===== src/sv/qsed_pkg.sv =====
// Package for the quoted string escape decoder.
// Holds the shared job, phase and result kind types and the queue depth default.
// No dependencies.
`timescale 1ns / 1ps

package qsed_pkg;

   localparam int QUEUE_DEPTH_DEFAULT = 4;
   localparam int JOB_BYTES = 4;

   typedef enum logic [1:0] {
      KIND_BYTE  = 2'd0,
      KIND_QUOTE = 2'd1,
      KIND_END   = 2'd2
   } kind_type;

   typedef enum logic [1:0] {
      PH_TEXT = 2'd0,
      PH_ESC  = 2'd1,
      PH_HEX  = 2'd2
   } phase_type;

   typedef struct packed {
      logic [JOB_BYTES-1:0][7:0] bytes;
      logic [2:0]                nbytes;
      logic                      has_end;
      kind_type                  end_kind;
   } job_type;

endpackage


===== src/sv/qsed_front.sv =====
// Front end of the quoted string escape decoder: tracks the escape phase,
// gathers hex digits and turns accepted bytes into jobs of result bytes.
// Depends on qsed_pkg.
`timescale 1ns / 1ps

module qsed_front import qsed_pkg::*; (
   input  logic       clock,
   input  logic       reset,
   input  logic       accept,
   input  logic [7:0] data_byte,
   input  logic       no_more_input,
   output logic       push,
   output job_type    push_job
);

   phase_type   phase_ff, phase_in;
   logic [3:0]  digits_ff, digits_in;
   logic [31:0] cp_ff, cp_in;

   function automatic job_type utf8_encode(input logic [31:0] cp);
      job_type j;
      j = '0;
      if (cp < 32'h80) begin
         j.bytes[0] = cp[7:0];
         j.nbytes   = 3'd1;
      end else if (cp < 32'h800) begin
         j.bytes[0] = 8'hC0 | {3'b000, cp[10:6]};
         j.bytes[1] = 8'h80 | {2'b00, cp[5:0]};
         j.nbytes   = 3'd2;
      end else if (cp < 32'h10000) begin
         j.bytes[0] = 8'hE0 | {4'b0000, cp[15:12]};
         j.bytes[1] = 8'h80 | {2'b00, cp[11:6]};
         j.bytes[2] = 8'h80 | {2'b00, cp[5:0]};
         j.nbytes   = 3'd3;
      end else if (cp <= 32'h10FFFF) begin
         j.bytes[0] = 8'hF0 | {5'b00000, cp[20:18]};
         j.bytes[1] = 8'h80 | {2'b00, cp[17:12]};
         j.bytes[2] = 8'h80 | {2'b00, cp[11:6]};
         j.bytes[3] = 8'h80 | {2'b00, cp[5:0]};
         j.nbytes   = 3'd4;
      end
      return j;
   endfunction

   function automatic logic [3:0] hex_value(input logic [7:0] c);
      logic [3:0] v;
      v = 4'd0;
      if (c >= "0" && c <= "9") begin
         v = 4'(c - "0");
      end else if (c >= "a" && c <= "f") begin
         v = 4'(c - "a" + 8'd10);
      end else if (c >= "A" && c <= "F") begin
         v = 4'(c - "A" + 8'd10);
      end
      return v;
   endfunction

   function automatic logic [7:0] escape_char(input logic [7:0] c);
      logic [7:0] r;
      case (c)
         "n":     r = 8'h0A;
         "t":     r = 8'h09;
         "r":     r = 8'h0D;
         "a":     r = 8'h07;
         "b":     r = 8'h08;
         "e":     r = 8'h1B;
         "v":     r = 8'h0B;
         "0":     r = 8'h00;
         default: r = c;
      endcase
      return r;
   endfunction

   always_ff @(posedge clock) begin
      if (reset) begin
         phase_ff  <= PH_TEXT;
         digits_ff <= 4'd0;
         cp_ff     <= 32'd0;
      end else begin
         phase_ff  <= phase_in;
         digits_ff <= digits_in;
         cp_ff     <= cp_in;
      end
   end

   always_comb begin
      logic [31:0] cp_shift;
      job_type     enc;
      cp_shift  = {cp_ff[27:0], hex_value(data_byte)};
      enc       = '0;
      phase_in  = phase_ff;
      digits_in = digits_ff;
      cp_in     = cp_ff;
      push      = 1'b0;
      push_job  = '0;
      if (accept) begin
         if (no_more_input) begin
            if (phase_ff == PH_HEX) begin
               enc = utf8_encode(cp_ff);
            end
            push_job          = enc;
            push_job.has_end  = 1'b1;
            push_job.end_kind = KIND_END;
            push              = 1'b1;
            phase_in          = PH_TEXT;
            digits_in         = 4'd0;
            cp_in             = 32'd0;
         end else begin
            case (phase_ff)
               PH_ESC: begin
                  phase_in = PH_TEXT;
                  if (data_byte == "x" || data_byte == "u" || data_byte == "U") begin
                     phase_in  = PH_HEX;
                     digits_in = (data_byte == "x") ? 4'd2 :
                                 ((data_byte == "u") ? 4'd4 : 4'd8);
                     cp_in     = 32'd0;
                  end else if (data_byte == "N" || data_byte == "_") begin
                     push_job.bytes[0] = 8'hC2;
                     push_job.bytes[1] = (data_byte == "N") ? 8'h85 : 8'hA0;
                     push_job.nbytes   = 3'd2;
                     push              = 1'b1;
                  end else begin
                     push_job.bytes[0] = escape_char(data_byte);
                     push_job.nbytes   = 3'd1;
                     push              = 1'b1;
                  end
               end
               PH_HEX: begin
                  digits_in = digits_ff - 4'd1;
                  if (digits_ff == 4'd1) begin
                     enc      = utf8_encode(cp_shift);
                     push_job = enc;
                     push     = (enc.nbytes != 3'd0);
                     phase_in = PH_TEXT;
                     cp_in    = 32'd0;
                  end else begin
                     cp_in = cp_shift;
                  end
               end
               default: begin
                  if (data_byte == 8'h22) begin
                     push_job.has_end  = 1'b1;
                     push_job.end_kind = KIND_QUOTE;
                     push              = 1'b1;
                     phase_in          = PH_TEXT;
                     digits_in         = 4'd0;
                     cp_in             = 32'd0;
                  end else if (data_byte == 8'h5C) begin
                     phase_in = PH_ESC;
                  end else begin
                     push_job.bytes[0] = data_byte;
                     push_job.nbytes   = 3'd1;
                     push              = 1'b1;
                  end
               end
            endcase
         end
      end
   end

endmodule


===== src/sv/qsed_queue.sv =====
// Short job queue between the front end and the back end of the decoder.
// Depends on qsed_pkg.
`timescale 1ns / 1ps

module qsed_queue import qsed_pkg::*; #(
   parameter int DEPTH = QUEUE_DEPTH_DEFAULT
) (
   input  logic    clock,
   input  logic    reset,
   input  logic    push,
   input  job_type push_job,
   input  logic    pop,
   output logic    not_full,
   output logic    head_valid,
   output job_type head_job
);

   localparam int PTR_W = (DEPTH > 1) ? $clog2(DEPTH) : 1;
   localparam int CNT_W = $clog2(DEPTH + 1);

   job_type            mem_ff [DEPTH];
   logic [PTR_W-1:0]   wr_ptr_ff, wr_ptr_in;
   logic [PTR_W-1:0]   rd_ptr_ff, rd_ptr_in;
   logic [CNT_W-1:0]   count_ff, count_in;
   logic               do_push, do_pop;

   assign not_full   = (count_ff != CNT_W'(DEPTH));
   assign head_valid = (count_ff != '0);
   assign head_job   = mem_ff[rd_ptr_ff];
   assign do_push    = push && not_full;
   assign do_pop     = pop && head_valid;

   always_comb begin
      wr_ptr_in = wr_ptr_ff;
      rd_ptr_in = rd_ptr_ff;
      count_in  = count_ff;
      if (do_push) begin
         wr_ptr_in = (wr_ptr_ff == PTR_W'(DEPTH - 1)) ? '0 : wr_ptr_ff + 1'b1;
      end
      if (do_pop) begin
         rd_ptr_in = (rd_ptr_ff == PTR_W'(DEPTH - 1)) ? '0 : rd_ptr_ff + 1'b1;
      end
      if (do_push && !do_pop) begin
         count_in = count_ff + 1'b1;
      end else if (do_pop && !do_push) begin
         count_in = count_ff - 1'b1;
      end
   end

   always_ff @(posedge clock) begin
      if (reset) begin
         wr_ptr_ff <= '0;
         rd_ptr_ff <= '0;
         count_ff  <= '0;
      end else begin
         wr_ptr_ff <= wr_ptr_in;
         rd_ptr_ff <= rd_ptr_in;
         count_ff  <= count_in;
      end
   end

   always_ff @(posedge clock) begin
      if (do_push) begin
         mem_ff[wr_ptr_ff] <= push_job;
      end
   end

endmodule


===== src/sv/qsed_back.sv =====
// Back end of the decoder: walks the job at the queue head one result per
// cycle into the output register when not stalled. Depends on qsed_pkg.
`timescale 1ns / 1ps

module qsed_back import qsed_pkg::*; (
   input  logic       clock,
   input  logic       reset,
   input  logic       head_valid,
   input  job_type    head_job,
   output logic       pop,
   output logic       rsp_tvalid,
   input  logic       rsp_tready,
   output logic [7:0] rsp_tdata,
   output logic [1:0] rsp_tuser,
   output logic       rsp_tlast
);

   logic       rsp_valid_ff, rsp_valid_in;
   logic [7:0] rsp_data_ff, rsp_data_in;
   logic [1:0] rsp_user_ff, rsp_user_in;
   logic       rsp_last_ff, rsp_last_in;
   logic [2:0] pos_ff, pos_in;

   assign rsp_tvalid = rsp_valid_ff;
   assign rsp_tdata  = rsp_data_ff;
   assign rsp_tuser  = rsp_user_ff;
   assign rsp_tlast  = rsp_last_ff;

   always_comb begin
      logic [2:0] total;
      logic       advance;
      logic       is_last;
      total        = head_job.nbytes + {2'b00, head_job.has_end};
      advance      = !rsp_valid_ff || rsp_tready;
      is_last      = (pos_ff == total - 3'd1);
      rsp_valid_in = rsp_valid_ff;
      rsp_data_in  = rsp_data_ff;
      rsp_user_in  = rsp_user_ff;
      rsp_last_in  = rsp_last_ff;
      pos_in       = pos_ff;
      pop          = 1'b0;
      if (advance) begin
         rsp_valid_in = head_valid;
         if (head_valid) begin
            if (pos_ff < head_job.nbytes) begin
               rsp_data_in = head_job.bytes[pos_ff[1:0]];
               rsp_user_in = KIND_BYTE;
            end else begin
               rsp_data_in = 8'd0;
               rsp_user_in = head_job.end_kind;
            end
            rsp_last_in = is_last;
            if (is_last) begin
               pos_in = 3'd0;
               pop    = 1'b1;
            end else begin
               pos_in = pos_ff + 3'd1;
            end
         end
      end
   end

   always_ff @(posedge clock) begin
      if (reset) begin
         rsp_valid_ff <= 1'b0;
         pos_ff       <= 3'd0;
      end else begin
         rsp_valid_ff <= rsp_valid_in;
         pos_ff       <= pos_in;
      end
   end

   always_ff @(posedge clock) begin
      rsp_data_ff <= rsp_data_in;
      rsp_user_ff <= rsp_user_in;
      rsp_last_ff <= rsp_last_in;
   end

endmodule


===== src/sv/quoted_string_escape_decoder.sv =====
// Quoted string escape decoder, top level. The first result of an accepted
// byte passes through the job queue and then the output register. Throughput:
// one byte per cycle while each byte yields at most one result and the output
// is not stalled; the job queue of QUEUE_DEPTH entries absorbs bursts of bytes
// whose several results hold the back end. Reset is synchronous and returns
// the decoder to the text phase with the queue and output register empty.
`timescale 1ns / 1ps

module quoted_string_escape_decoder import qsed_pkg::*; #(
   parameter int QUEUE_DEPTH = QUEUE_DEPTH_DEFAULT
) (
   input  logic       clock,
   input  logic       reset,
   input  logic       req_tvalid,
   output logic       req_tready,
   input  logic [7:0] req_tdata,  // data_byte
   input  logic       req_tlast,  // no_more_input
   output logic       rsp_tvalid,
   input  logic       rsp_tready,
   output logic [7:0] rsp_tdata,  // out_byte
   output logic [1:0] rsp_tuser,  // result_kind
   output logic       rsp_tlast   // last_of_run
);

   logic    accept;
   logic    push;
   job_type push_job;
   logic    pop;
   logic    not_full;
   logic    head_valid;
   job_type head_job;

   assign req_tready = not_full;
   assign accept     = req_tvalid && req_tready;

   qsed_front u_front (
      .clock         (clock),
      .reset         (reset),
      .accept        (accept),
      .data_byte     (req_tdata),
      .no_more_input (req_tlast),
      .push          (push),
      .push_job      (push_job)
   );

   qsed_queue #(
      .DEPTH (QUEUE_DEPTH)
   ) u_queue (
      .clock      (clock),
      .reset      (reset),
      .push       (push),
      .push_job   (push_job),
      .pop        (pop),
      .not_full   (not_full),
      .head_valid (head_valid),
      .head_job   (head_job)
   );

   qsed_back u_back (
      .clock      (clock),
      .reset      (reset),
      .head_valid (head_valid),
      .head_job   (head_job),
      .pop        (pop),
      .rsp_tvalid (rsp_tvalid),
      .rsp_tready (rsp_tready),
      .rsp_tdata  (rsp_tdata),
      .rsp_tuser  (rsp_tuser),
      .rsp_tlast  (rsp_tlast)
   );

`ifndef SYNTHESIS
   a_end_marker: assert property (@(posedge clock) disable iff (reset)
      (rsp_tvalid && rsp_tuser != KIND_BYTE) |-> (rsp_tlast && rsp_tdata == 8'd0))
      else $error("End result without last flag or with nonzero byte.");

   a_full_means_output: assert property (@(posedge clock) disable iff (reset)
      !req_tready |=> rsp_tvalid)
      else $error("Queue full but no result presented.");

   a_reset_clears: assert property (@(posedge clock)
      reset |=> !rsp_tvalid)
      else $error("Result valid right after reset.");

   a_pop_needs_head: assert property (@(posedge clock) disable iff (reset)
      pop |-> head_valid)
      else $error("Queue popped while empty.");
`endif

endmodule


===== config.mk =====
export PLATFORM = sky130hd
export DESIGN_NAME = quoted_string_escape_decoder
export DESIGN_NICKNAME = d
export VERILOG_FILES = /design/src/sv/qsed_pkg.sv /design/src/sv/qsed_front.sv /design/src/sv/qsed_queue.sv /design/src/sv/qsed_back.sv /design/src/sv/quoted_string_escape_decoder.sv
export SDC_FILE = /design/constraint.sdc
export NUM_CORES = 1
export LEC_CHECK = 0
export BUFFER_PORTS_ARGS = -buffer_cell sky130_fd_sc_hd__buf_2
export CAP_MARGIN = 10
export CORE_ASPECT_RATIO = 0.75
export CORE_MARGIN = 1.5
export CORE_UTILIZATION = 55
export DETAILED_ROUTE_END_ITERATION = 6
export PLACE_DENSITY = 0.72
export RECOVER_POWER = 50
export SLEW_MARGIN = 20
export SYNTH_ARGS = -nofsm -noshare
export SYNTH_HDL_FRONTEND = slang
export SYNTH_HIERARCHICAL = 1
export SYNTH_SLANG_ARGS = --single-unit
export TNS_END_PERCENT = 100

===== constraint.sdc =====
create_clock -name clock -period 4.4 [get_ports clock]
set_clock_uncertainty 0.1 [all_clocks]
set_input_delay 0.22 -clock clock [delete_from_list [all_inputs] [get_ports clock]]
set_output_delay 0.22 -clock clock [all_outputs]
set_load 0.05 [all_outputs]

Word level (Yosys, flattened, before mapping)
Memories as Yosys holds them, arrays and structs flattened. A register that Yosys moved wholly into a read port is not among the register bits.
Index checks and enable logic that the tools add are counted.
{"block": "totals", "ff_bits": 60, "ramBits": 152, "input_bits": 13, "out_inout_bits": 13, "mem_count": 1}
{"memory": "u_queue.mem_ff", "depth": 4, "word_bits": 38, "rd": 1, "rd_clocked_by_memory_dff": 1, "wr": 1, "line_no": "qsed_queue.sv:21", "rtl": "job_type mem_ff [DEPTH];"}
{"block": "classes", "n_addsub": 13, "magnitude_cmp": 16, "eq_ne": 24, "n_mux": 82, "n_reduce_logical": 23}
{"cell": "two-way mux 35 bit", "count": 9}
{"cell": "two-way mux 38 bit", "count": 4}
{"cell": "two-way mux 32 bit", "count": 4}
{"cell": "equality test 8 x 7 -> 1 bit (second input constant)", "count": 13}
{"cell": "two-way mux 11 bit", "count": 9}
{"cell": "less-or-equal comparator 32 x 21 -> 1 bit (second input constant)", "count": 2}
{"cell": "less-than comparator 32 x 12 -> 1 bit (second input constant)", "count": 2}
{"cell": "less-than comparator 32 x 17 -> 1 bit (second input constant)", "count": 2}
{"cell": "less-than comparator 32 x 8 -> 1 bit (second input constant)", "count": 2}
{"cell": "case mux 32 bit (2 select lines)", "count": 1}
{"cell": "case mux 8 bit (8 select lines)", "count": 1}
{"cell": "two-way mux 19 bit", "count": 3}
{"cell": "two-way mux 27 bit", "count": 2}
{"cell": "two-way mux 16 bit", "count": 3}
{"cell": "two-way mux 24 bit", "count": 2}
{"cell": "two-way mux 4 bit", "count": 8}
{"cell": "two-way mux 8 bit", "count": 4}
{"cell": "case mux 11 bit (2 select lines)", "count": 1}
{"cell": "two-way mux 2 bit", "count": 9}
{"cell": "binary-select mux 8 bit (select 2 bit)", "count": 1}
{"cell": "equality test 8 x 6 -> 1 bit (second input constant)", "count": 2}
{"cell": ">= comparator 8 x 7 -> 1 bit (second input constant)", "count": 2}
{"cell": "less-or-equal comparator 8 x 7 -> 1 bit (second input constant)", "count": 2}
{"cell": "case mux 8 bit (2 select lines)", "count": 1}
{"cell": "other kinds (32)", "count": 69}

Depth between registers and ports, before layout
Gate-level depths: netlist (run 1).
{"block": "depth", "depth_word": 31, "mapped_depth": 16, "ltp_nobuf": 15}

Hierarchy
The synthesis (run 1) kept the hierarchy.
{"mod": "qsed_queue", "instances": 1, "cells_per_inst": 246, "area_each_um2": 5949.5}
{"mod": "qsed_front", "instances": 1, "cells_per_inst": 585, "area_each_um2": 3946.3}
{"mod": "qsed_back", "instances": 1, "cells_per_inst": 71, "area_each_um2": 940.9}
{"mod": "quoted_string_escape_decoder", "instances": 1, "cells_per_inst": 1, "area_each_um2": 6.3}

Worst setup path before layout (run 1)
Ideal clock, no wire load.
{"block": "synth_path", "path_kind": "reg2reg", "start": "register (tool-made name)", "end": "register u_queue.count_ff[2]", "arrival_ns": 3.577, "required_time_ns": 4.230, "setup_slack_ns": 0.653, "path_stages_with_launch": 17, "path_buffers": 2, "path_cell_list": "dfxtp_1 > buf_4 > buf_4 > mux4_2 > inv_1 > ha_1 > ha_1 > xor2_2 > xnor2_1 > nor3_1 > o31ai_1 > ha_1 > inv_1 > fa_1 > xor2_1 > or3_2 > a21oi_1"}
{"element": "to (signal assigned)", "line_no": "qsed_queue.sv:58", "rtl": "count_ff <= count_in;"}
{"element": "to (decl)", "line_no": "qsed_queue.sv:24", "rtl": "logic [CNT_W-1:0] count_ff, count_in;"}

Worst setup path in the final report (run 1)
{"block": "layout_path", "start": "register u_front.digits_ff[0]", "end": "register u_queue.count_ff[2]"}
{"block": "layout_via", "elab_chain_len": 9, "elab_cells_between_ends": 11}
{"element": "from (decl)", "line_no": "qsed_front.sv:17", "rtl": "logic [3:0] digits_ff, digits_in;"}
{"element": "from (signal assigned)", "line_no": "qsed_front.sv:81", "rtl": "digits_ff <= digits_in;"}
{"element": "equality test 4 x 1 -> 1 bit (*)", "line_no": "qsed_front.sv:130", "rtl": "if (digits_ff == 4'd1) begin"}
{"element": "two-way mux 1 bit (*)", "line_no": "qsed_front.sv:130"}
{"element": "case mux 1 bit (2 select lines) (*)", "line_no": "qsed_front.sv:109", "rtl": "case (phase_ff)"}
{"element": "two-way mux 1 bit (*)", "line_no": "qsed_front.sv:97", "rtl": "if (no_more_input) begin"}
{"element": "two-way mux 1 bit (*)", "line_no": "qsed_front.sv:96", "rtl": "if (accept) begin"}
{"element": "net push", "line_no": "quoted_string_escape_decoder.sv:26", "rtl": "logic push;"}
{"element": "logical AND 1 bit (*)", "line_no": "qsed_queue.sv:30", "rtl": "assign do_push = push && not_full;"}
{"element": "net u_queue.do_push", "line_no": "qsed_queue.sv:25", "rtl": "logic do_push, do_pop;"}
{"element": "logical NOT 1 bit", "line_no": "qsed_queue.sv:45", "rtl": "end else if (do_pop && !do_push) begin"}
{"element": "logical AND 1 bit", "line_no": "qsed_queue.sv:45"}
{"element": "nonzero test 2 bit (no line)"}
The timed path passes the listed nets; every way through them passes the cells marked *.
A chain may end at the register's enable or synchronous reset.

==> results_dict.tcl, run 1 <==
set metrics [dict create \
    die_area_um2 20600 \
    sw_frac_of_total_pct 30.2 \
    dp_worst_setup_slack_ns 0.399 \
    area_growth_pct 8.72 \
    routed_wl_um 27000 \
    fin_crit_sh_pct 91.9 \
    synthTopCellsByArea "edfxtp_1 45%, dfxtp_1 9.4%, mux4_2 9.3%" \
    drv_cap 1 \
    crit_arrival_ns 4.36 \
    fp.dieW_um 165 \
    ant_nets 0 \
    yosysWarnings 6 \
    critPathTopFamily "simple AND/OR/NAND/NOR gates" \
    initial_core_util_pct 56.1 \
    post_cts_resized 0 \
    cp_common_cell "ha_1" \
    h-tree-depth 1 \
    violations "max-capacitance violations, max-slew violations" \
    critical_path.max_stage_delay_ns 0.59 \
    hpwl_um 18300 \
    drive_above_1_share_pct 15.3 \
    critPathMaxFanout 6 \
    crit_buf_inv 1 \
    ys_ff_latch 214 \
    grtUsageTotal_pct 27.1 \
    clk_latency_ns 0.49 \
    antenna_found_initial 0 \
    start_kind "flip-flop" \
    hold_buffers 1 \
    p_seq_share_pct 44.0 \
    finalMaxSlewViolations 39 \
    crit_required_ns 4.71 \
    p_total_w 0.00605 \
    num_rows 44 \
    grt_setup_unrepaired "no" \
    core_um2 19300 \
    firstDrtPassIters 6 \
    wl_per_cell_um 23.0 \
    grt_pass1_vias 7204 \
    crit_type "reg -> reg" \
    clock.fmax_mhz 247 \
    grt-ovfl-total 0 \
    cts_setup_buffers 0 \
    synthCells 903 \
    power.density_nw_per_um2 513 \
    slowest_stage "nor3b_1" \
    place_congestion 0.979 \
    clock_sinks 214 \
    fin_crit_ns 4.04 \
    p_int_w 0.00422 \
    antenna_cells 0 \
    nFillCells 1528 \
    root_buffer "clkbuf_16" \
    fin_tns_setup_ns 0 \
    hold_viol 0 \
    cts_buffer_depth 3 \
    vdd_drop_max_mv 0.500 \
    async_flop_share_pct 0 \
    grt_max_degree 52 \
    nets 942 \
    synth_edf_count 163 \
    via_per_inst 6.48 \
    cts_buffers 21 \
    synth_top_area_share_pct 45.1 \
    maxSlewHeadroom_pct -8.70 \
    p_leak_nw 4.02 \
    syn_area_um2 10800 \
    portBuffers 25 \
    power_frac_comb_pct 25.3 \
    status "finished with violations" \
    synth_area_per_cell_um2 12.0 \
    synth_cell_types 82 \
    yosys.area.top_type "edfxtp_1" \
    tightestPinTransition_ns 1.63 \
    ys_seq_area_share_pct 54.6 \
    drc 0 \
    clockPowerShare_pct 30.7 \
    cts_tree "yes" \
    die-height_um 125 \
    ys.flop_type "edfxtp_1" \
    critical_path.cell_chain "ha_1, nor3b_1, nand2_1, a211oi_2, nor3_1, o21ai_0, and2_1, and2_4, ha_1, inv_1, fa_1, xor2_1, or3_2, a21oi_1" \
    hold_path.class "in -> reg" \
    cp-end-kind "flip-flop" \
    io_pins 26 \
    final.setup.worst_slack_ns 0.355 \
    clk_pin_slew_ns 0.06 \
    vias 7606 \
    drt_iter0_drc 997 \
    setup_viol 0 \
    power_switching_w 0.00183 \
    grt_pass1_wl_um 42200 \
]
-- final timing paths --
kind                            depth (start not counted)            startpoint  slack [ns]                    end
worst max register to register                         14  u_front/digits_ff[0]        0.36    u_queue/count_ff[2]
worst max-delay path                                   14  u_front/digits_ff[0]        0.36    u_queue/count_ff[2]
worst min register to register                          2     u_front/cp_ff[30]        0.36      u_front/cp_ff[30]
worst min-delay path                                    3          req_tdata[7]        0.24  u_queue/mem_ff[1][13]
-- metal layers --
metal	wire, um	track usage (%)
met5	0	0
met4	424	5.30
met3	2700	7.26
met2	11500	37.7
met1	12400	42.7
-- state kept, by name, summed over array words and instances (netlist names), named ones only --
signal             cells
u_front/cp_ff         32
u_front/digits_ff      4
u_queue/wr_ptr_ff      2
u_queue/mem_ff       152
u_back/pos_ff          3
u_front/phase_ff       2
u_back/rsp_tuser       2
u_back/rsp_tdata       8
u_back/rsp_tlast       1
u_back/rsp_tvalid      1
u_queue/rd_ptr_ff      2
u_queue/count_ff       3
-- layout by cell type, fill, tap and decap left out, types with 5 or more instances in the layout --
master	n
nand3_1	43
a21o_1	7
a211oi_1	7
nor3_1	17
clkbuf_16	21
inv_1	26
or4_1	7
a21oi_1	81
nor2b_1	12
o21a_1	5
or3_1	10
and3_1	6
dfxtp_1	49
edfxtp_1	163
clkbuf_1	19
mux4_2	45
o22ai_1	8
and2_0	7
nand2_1	75
o2bb2ai_1	5
buf_2	12
o211ai_1	6
ha_1	20
and2_1	6
nor3b_1	7
buf_4	21
a31oi_1	7
nor2_1	55
nor4_1	8
mux2i_1	5
nand2b_1	9
o21ai_0	26
a22oi_1	14
-- synthesized netlist by cell type (4+ instances only) --
library cell  instances
edfxtp_1            163
a21oi_1              81
nand2_1              74
nor2_1               56
dfxtp_1              51
mux4_2               45
clkbuf_1             43
nand3_1              43
inv_1                26
o21ai_0              26
ha_1                 20
nor3_1               17
a22oi_1              14
and2_1               13
buf_2                13
nor2b_1              12
buf_4                10
or3_1                10
nand2b_1              9
o22ai_1               8
a211oi_1              7
a21o_1                7
a31oi_1               7
nor3b_1               7
nor4_1                7
and3_1                6
o211ai_1              6
or4_1                 6
buf_6                 5
mux2i_1               5
o21a_1                5
o2bb2ai_1             5
a22o_1                4
and3_2                4
nand3b_1              4
nand4_1               4
xnor2_1               4
-- cell families (layout without fill, tap and decap cells) --
logic type | after synthesis | after routing | share of synthesized area [%]
mux | 52 | 52 | 10.2
fa+ha+maj | 21 | 21 | 2.49
flops | 214 | 214 | 54.6
xor+xnor | 9 | 9 | 0.935
simple gates | 296 | 296 | 14.7
compound gates | 212 | 212 | 12.9
buf+inv | 98 | 114 | 4.25
other cells | 1 | 3 | 0.0346
-- stage by stage --
stage | cells | utilization (%) | area, um2 | hold slack, ns
2_1_floorplan | 905 | - | 10900 | 0.189
3_3_place_gp | 1137 | 57.7 | 11100 | 0.349
3_5_place_dp | 1137 | 57.7 | 11200 | 0.356
4_1_cts | 1174 | 61.4 | 11900 | 0.229
5_1_grt | 1174 | 61.0 | 11800 | 0.250
6_report | 1174 | 61.0 | 11800 | 0.236
-- worst min-delay path: stages --
cell and delay, ns:
buf_2 0.15, o21ai_0 0.12, a21oi_1 0.15
-- power groups by stage --
stage / sequential, W / combinational [W] / clock, W
finish: 0.00266 / 0.00153 / 0.00186
floorplan: 0.00287 / 0.000985 / 0
global route: 0.00269 / 0.00165 / 0.00197
CTS: 0.00266 / 0.00158 / 0.00189
detailed placement: 0.00270 / 0.00156 / 0
global placement: 0.00269 / 0.00153 / 0
-- area by class of cell --
type | instances | area (um2) | share of cell area [%]
sequential | 214 | 5920 | 50.2
multi-input combinational | 593 | 4430 | 37.6
clock buffer | 24 | 537 | 4.55
tap | 253 | 317 | 2.69
timing repair buffer | 52 | 313 | 2.65
clock inverter | 12 | 174 | 1.48
inverter | 26 | 97.6 | 0.828
Note: power is estimated with default switching activity, not from simulation.
==> inputs of run 2 (changes only) <==
--- a/config.mk
+++ b/config.mk
@@ -9,9 +9,9 @@
 export CAP_MARGIN = 10
 export CORE_ASPECT_RATIO = 0.75
 export CORE_MARGIN = 1.5
-export CORE_UTILIZATION = 55
+export CORE_UTILIZATION = 52
 export DETAILED_ROUTE_END_ITERATION = 6
-export PLACE_DENSITY = 0.72
+export PLACE_DENSITY = 0.69
 export RECOVER_POWER = 50
 export SLEW_MARGIN = 20
 export SYNTH_ARGS = -nofsm -noshare
==> results_dict.tcl, run 2 (same netlist as run 1, synthesis figures left out) <==
set metrics [dict create \
    final_common_cell "edfxtp_1" \
    placed_area_um2 11200 \
    vdd_drop_max_mv 0.310 \
    final.setup.worst_slack_ns 0.247 \
    crit_type "reg -> reg" \
    nets 944 \
    clock.fmax_mhz 241 \
    root_buffer "clkbuf_16" \
    crit_required_ns 4.49 \
    routed_wl_um 26700 \
    regMostFlops "u_queue/mem_ff" \
    grt-ovfl-total 0 \
    crit_arrival_ns 4.24 \
    largest_reg_flops 152 \
    power_frac_comb_pct 25.7 \
    fin_tns_setup_ns 0 \
    h-tree-depth 1 \
    p_int_w 0.00418 \
    cts_buffer_depth 3 \
    drive_above_1_share_pct 15.6 \
    drc 0 \
    antenna_cells 0 \
    cts_setup_buffers 0 \
    sw_frac_of_total_pct 30.5 \
    io_pins 26 \
    ant_nets 0 \
    violations "max-capacitance violations, max-slew violations" \
    cts_tree "yes" \
    tightestPinTransition_ns 1.67 \
    critical_path.max_stage_delay_ns 1.37 \
    setup_viol 0 \
    fin_crit_ns 4.15 \
    antenna_found_initial 0 \
    nFillCells 1671 \
    p_seq_share_pct 44.1 \
    final_cell_mix "163 x edfxtp_1, 81 x a21oi_1, 74 x nand2_1, 55 x nor2_1, 49 x dfxtp_1" \
    holdWs_ns 0.227 \
    cts_buffers 22 \
    status "finished with violations" \
    vias 7609 \
    grt_pass1_vias 7246 \
    slowest_stage "nor4_1" \
    hold_viol 0 \
    cp-end-kind "flip-flop" \
    core_um2 20300 \
    grtUsageTotal_pct 25.5 \
    drv_cap 2 \
    grt_pass1_wl_um 42000 \
    start_kind "flip-flop" \
    die-height_um 128 \
    area_growth_pct 9.29 \
    portBuffers 25 \
    finalMaxSlewViolations 50 \
    power_switching_w 0.00183 \
    post_cts_resized 0 \
    place_congestion 0.977 \
    drt_iter0_drc 902 \
    clk_latency_ns 0.50 \
    hold_path.class "in -> reg" \
    die_area_um2 21700 \
    grt_setup_unrepaired "no" \
    fin_crit_sh_pct 94.4 \
    fp.dieW_um 170 \
    initial_core_util_pct 53.3 \
    num_rows 45 \
    via_per_inst 6.30 \
    dp_worst_setup_slack_ns 0.352 \
    clk_pin_slew_ns 0.06 \
    clockPowerShare_pct 30.2 \
    wl_per_cell_um 22.1 \
    maxSlewHeadroom_pct -12.1 \
    critPathMaxFanout 10 \
    grt_max_degree 52 \
    hpwl_um 18200 \
    power.density_nw_per_um2 507 \
    clock_sinks 214 \
    firstDrtPassIters 5 \
    critical_path.cell_chain "or4_4, nor4_1, o211ai_1, nor2_1, a2111oi_0, nor3_1" \
    design_area_um2 11900 \
    p_leak_nw 4.03 \
]
[run 2: cell count changes in the layout (fill, tap and decap cells not counted), sizes merged]
cell / previous run / this run
buf: 34 / 35
bufinv: 4 / 2
clkbuf: 41 / 44
clkinv: 5 / 8
inv: 27 / 26
[run 2: metrics by stage]
| stage | util (%) | total power, W | cells |
|---|---|---|---|
| finish | 58.3 | 0.00601 | 1207 |
| CTS | 58.7 | 0.00609 | 1207 |
| detailed placement | 55.2 | 0.00427 | 1167 |
| floorplan | - | 0.00385 | 905 |
| global route | 58.3 | 0.00629 | 1207 |
| global placement | 55.2 | 0.00424 | 1167 |
[run 2: path summary, 6_finish.rpt]
| path | from | to | slack, ns | cells past startpoint |
|---|---|---|---|---|
| hold reg to reg | u_front/cp_ff[25] | u_front/cp_ff[25] | 0.37 | 2 |
| setup reg to reg | u_front/cp_ff[16] | u_queue/mem_ff[1][9] | 0.25 | 6 |
| hold / removal | req_tdata[7] | u_queue/mem_ff[2][13] | 0.23 | 3 |
| setup / recovery | u_front/cp_ff[16] | u_queue/mem_ff[1][9] | 0.25 | 6 |
[run 2: repair_timing]
action,CTS,global route
hold buffers,1,0
endpoints found under the setup margin,0,0
hold endpoints to repair,1,0
[run 2: critical path: cells and delay by family, from the launching register on]
kind / cells / cell delay (ns)
AND/OR/NAND/NOR: 4 / 2.91
AO/OA/AOI/OAI: 2 / 0.37
flip-flops: 1 / 0.45
[run 2: cell type report]
class | instances | area [um2] | share of cell area [%]
sequential | 214 | 5920 | 49.9
multi-input combinational | 593 | 4430 | 37.4
clock buffer | 27 | 591 | 4.98
tap | 282 | 353 | 2.98
timing repair buffer | 53 | 345 | 2.91
clock inverter | 12 | 111 | 0.940
inverter | 26 | 97.6 | 0.824
[run 2: routing by layer]
| layer | wire [um] | vias to the layer above | global-route usage, % |
|---|---|---|---|
| met5 | 0 | - | 0 |
| met4 | 500 | 0 | 5.41 |
| met3 | 2780 | 40 | 6.92 |
| met2 | 11400 | 365 | 36.8 |
| met1 | 12000 | 3745 | 38.5 |
| li1 | - | 3459 | - |
[run 2: power by group through the flow]
stage	clock network [W]	registers [W]	logic (W)
after global routing	0.00193	0.00268	0.00168
after floorplan	0	0.00287	0.000985
after global placement	0	0.00269	0.00155
final	0.00182	0.00265	0.00154
after detailed placement	0	0.00269	0.00158
after CTS	0.00185	0.00265	0.00158
==> inputs of run 3 (changes only) <==
==> constraint.sdc (replaced) <==
create_clock -name clock -period 4.8 [get_ports clock]
set_clock_uncertainty 0.1 [all_clocks]
set_input_delay 0.24 -clock clock [delete_from_list [all_inputs] [get_ports clock]]
set_output_delay 0.24 -clock clock [all_outputs]
set_load 0.05 [all_outputs]
==> results_dict.tcl, run 3 (same netlist as run 1, synthesis figures left out) <==
set metrics [dict create \
    status "finished with violations" \
    violations "max-capacitance violations, max-slew violations" \
    finalMaxSlewViolations 50 \
    nFillCells 1616 \
    routed_wl_um 27400 \
    die-height_um 128 \
    hold_viol 0 \
    grt-ovfl-total 0 \
    cp-end-kind "flip-flop" \
    clk_latency_ns 0.51 \
    crit_required_ns 4.88 \
    initial_core_util_pct 53.3 \
    io_pins 26 \
    cts_buffer_depth 3 \
    largest_reg_flops 152 \
    fin_tns_setup_ns 0 \
    grt_max_degree 52 \
    num_rows 45 \
    drive_above_1_share_pct 15.1 \
    hold_path.class "in -> reg" \
    final_common_cell "edfxtp_1" \
    drt_iter0_drc 1020 \
    cts_buffers 22 \
    drc 0 \
    clock_sinks 214 \
    drv_cap 2 \
    wl_per_cell_um 22.8 \
    regMostFlops "u_queue/mem_ff" \
    vdd_drop_max_mv 0.278 \
    grt_setup_unrepaired "no" \
    antenna_found_initial 1 \
    final.setup.worst_slack_ns 0.394 \
    grt_pass1_vias 6979 \
    critPathMaxFanout 10 \
    p_leak_nw 4.02 \
    antenna_cells 0 \
    crit_type "reg -> reg" \
    grtUsageTotal_pct 25.7 \
    maxSlewHeadroom_pct -24.1 \
    portBuffers 25 \
    reg2reg_slack_ns 0.39 \
    setup_viol 0 \
    clk_pin_slew_ns 0.06 \
    fp.dieW_um 170 \
    place_congestion 0.994 \
    area_growth_pct 9.34 \
    tightestPinTransition_ns 1.84 \
    root_buffer "clkbuf_16" \
    fin_crit_ns 4.41 \
    die_area_um2 21700 \
    fin_crit_sh_pct 91.8 \
    grt_pass1_wl_um 42100 \
    core_um2 20300 \
    start_kind "flip-flop" \
    hpwl_um 18400 \
    firstDrtPassIters 6 \
    ant_nets 0 \
    power.density_nw_per_um2 473 \
    h-tree-depth 1 \
    dp_worst_setup_slack_ns 0.659 \
    crit_arrival_ns 4.48 \
    via_per_inst 6.41 \
    vias 7712 \
    clock.fmax_mhz 227 \
    post_cts_resized 0 \
    final_cell_mix "163 x edfxtp_1, 81 x a21oi_1, 74 x nand2_1, 55 x nor2_1, 50 x dfxtp_1" \
    nets 940 \
    cts_tree "yes" \
]
-- run 3: layout make-up --
cell class	count	area (um2)	area share [%]
multi-input combinational	593	4460	37.6
inverter	26	97.6	0.823
clock buffer	30	602	5.08
sequential	214	5920	49.9
tap	282	353	2.98
clock inverter	9	126	1.07
timing repair buffer	49	303	2.55
-- run 3: worst paths after layout --
| kind | from | endpoint | depth (start not counted) |
|---|---|---|---|
| worst max-delay path | u_front/cp_ff[16] | u_queue/mem_ff[1][9] | 6 |
| worst min-delay path | req_tdata[7] | u_queue/mem_ff[2][13] | 3 |
| worst max register to register | u_front/cp_ff[16] | u_queue/mem_ff[1][9] | 6 |
| worst min register to register | u_front/cp_ff[29] | u_front/cp_ff[29] | 2 |
-- run 3: metal layers --
layer	part of all wire, %	GRT usage (%)	vias up
met2	43	36.2	420
met3	11	6.61	51
li1	-	-	3442
met1	45	39.9	3799
met4	1.9	5.62	0
met5	0	0	-
-- run 3: worst max-delay path, cell delays in order, from the launching register on --
cell	delay, ns
dfxtp_1	0.46
or4_4	0.69
nor4_1	1.50
o211ai_1	0.30
nor2_1	0.18
a2111oi_0	0.07
nor3_1	0.77
-- run 3: report_power, final --
group	total (W)	switching, W	internal, W
clock network	0.00173	0.000694	0.00104
logic	0.00142	0.000902	0.000515
registers	0.00245	0.000112	0.00234
total	0.00560	0.00171	0.00390
-- run 3: repair_timing --
item                      CTS  global route
hold buffers                1             0
hold endpoints to repair    1             0
buffers inserted            0             0
-- run 3: through the flow --
step                cells  total power (W)  utilization [%]  hold slack [ns]  instance area, um2
floorplan             905          0.00353                -            0.209               10900
global placement     1163          0.00389             55.0            0.349               11200
detailed placement   1163          0.00392             55.0            0.359               11200
CTS                  1203          0.00567             58.6            0.190               11900
global route         1203          0.00585             58.3            0.234               11900
finish               1203          0.00560             58.3            0.224               11900
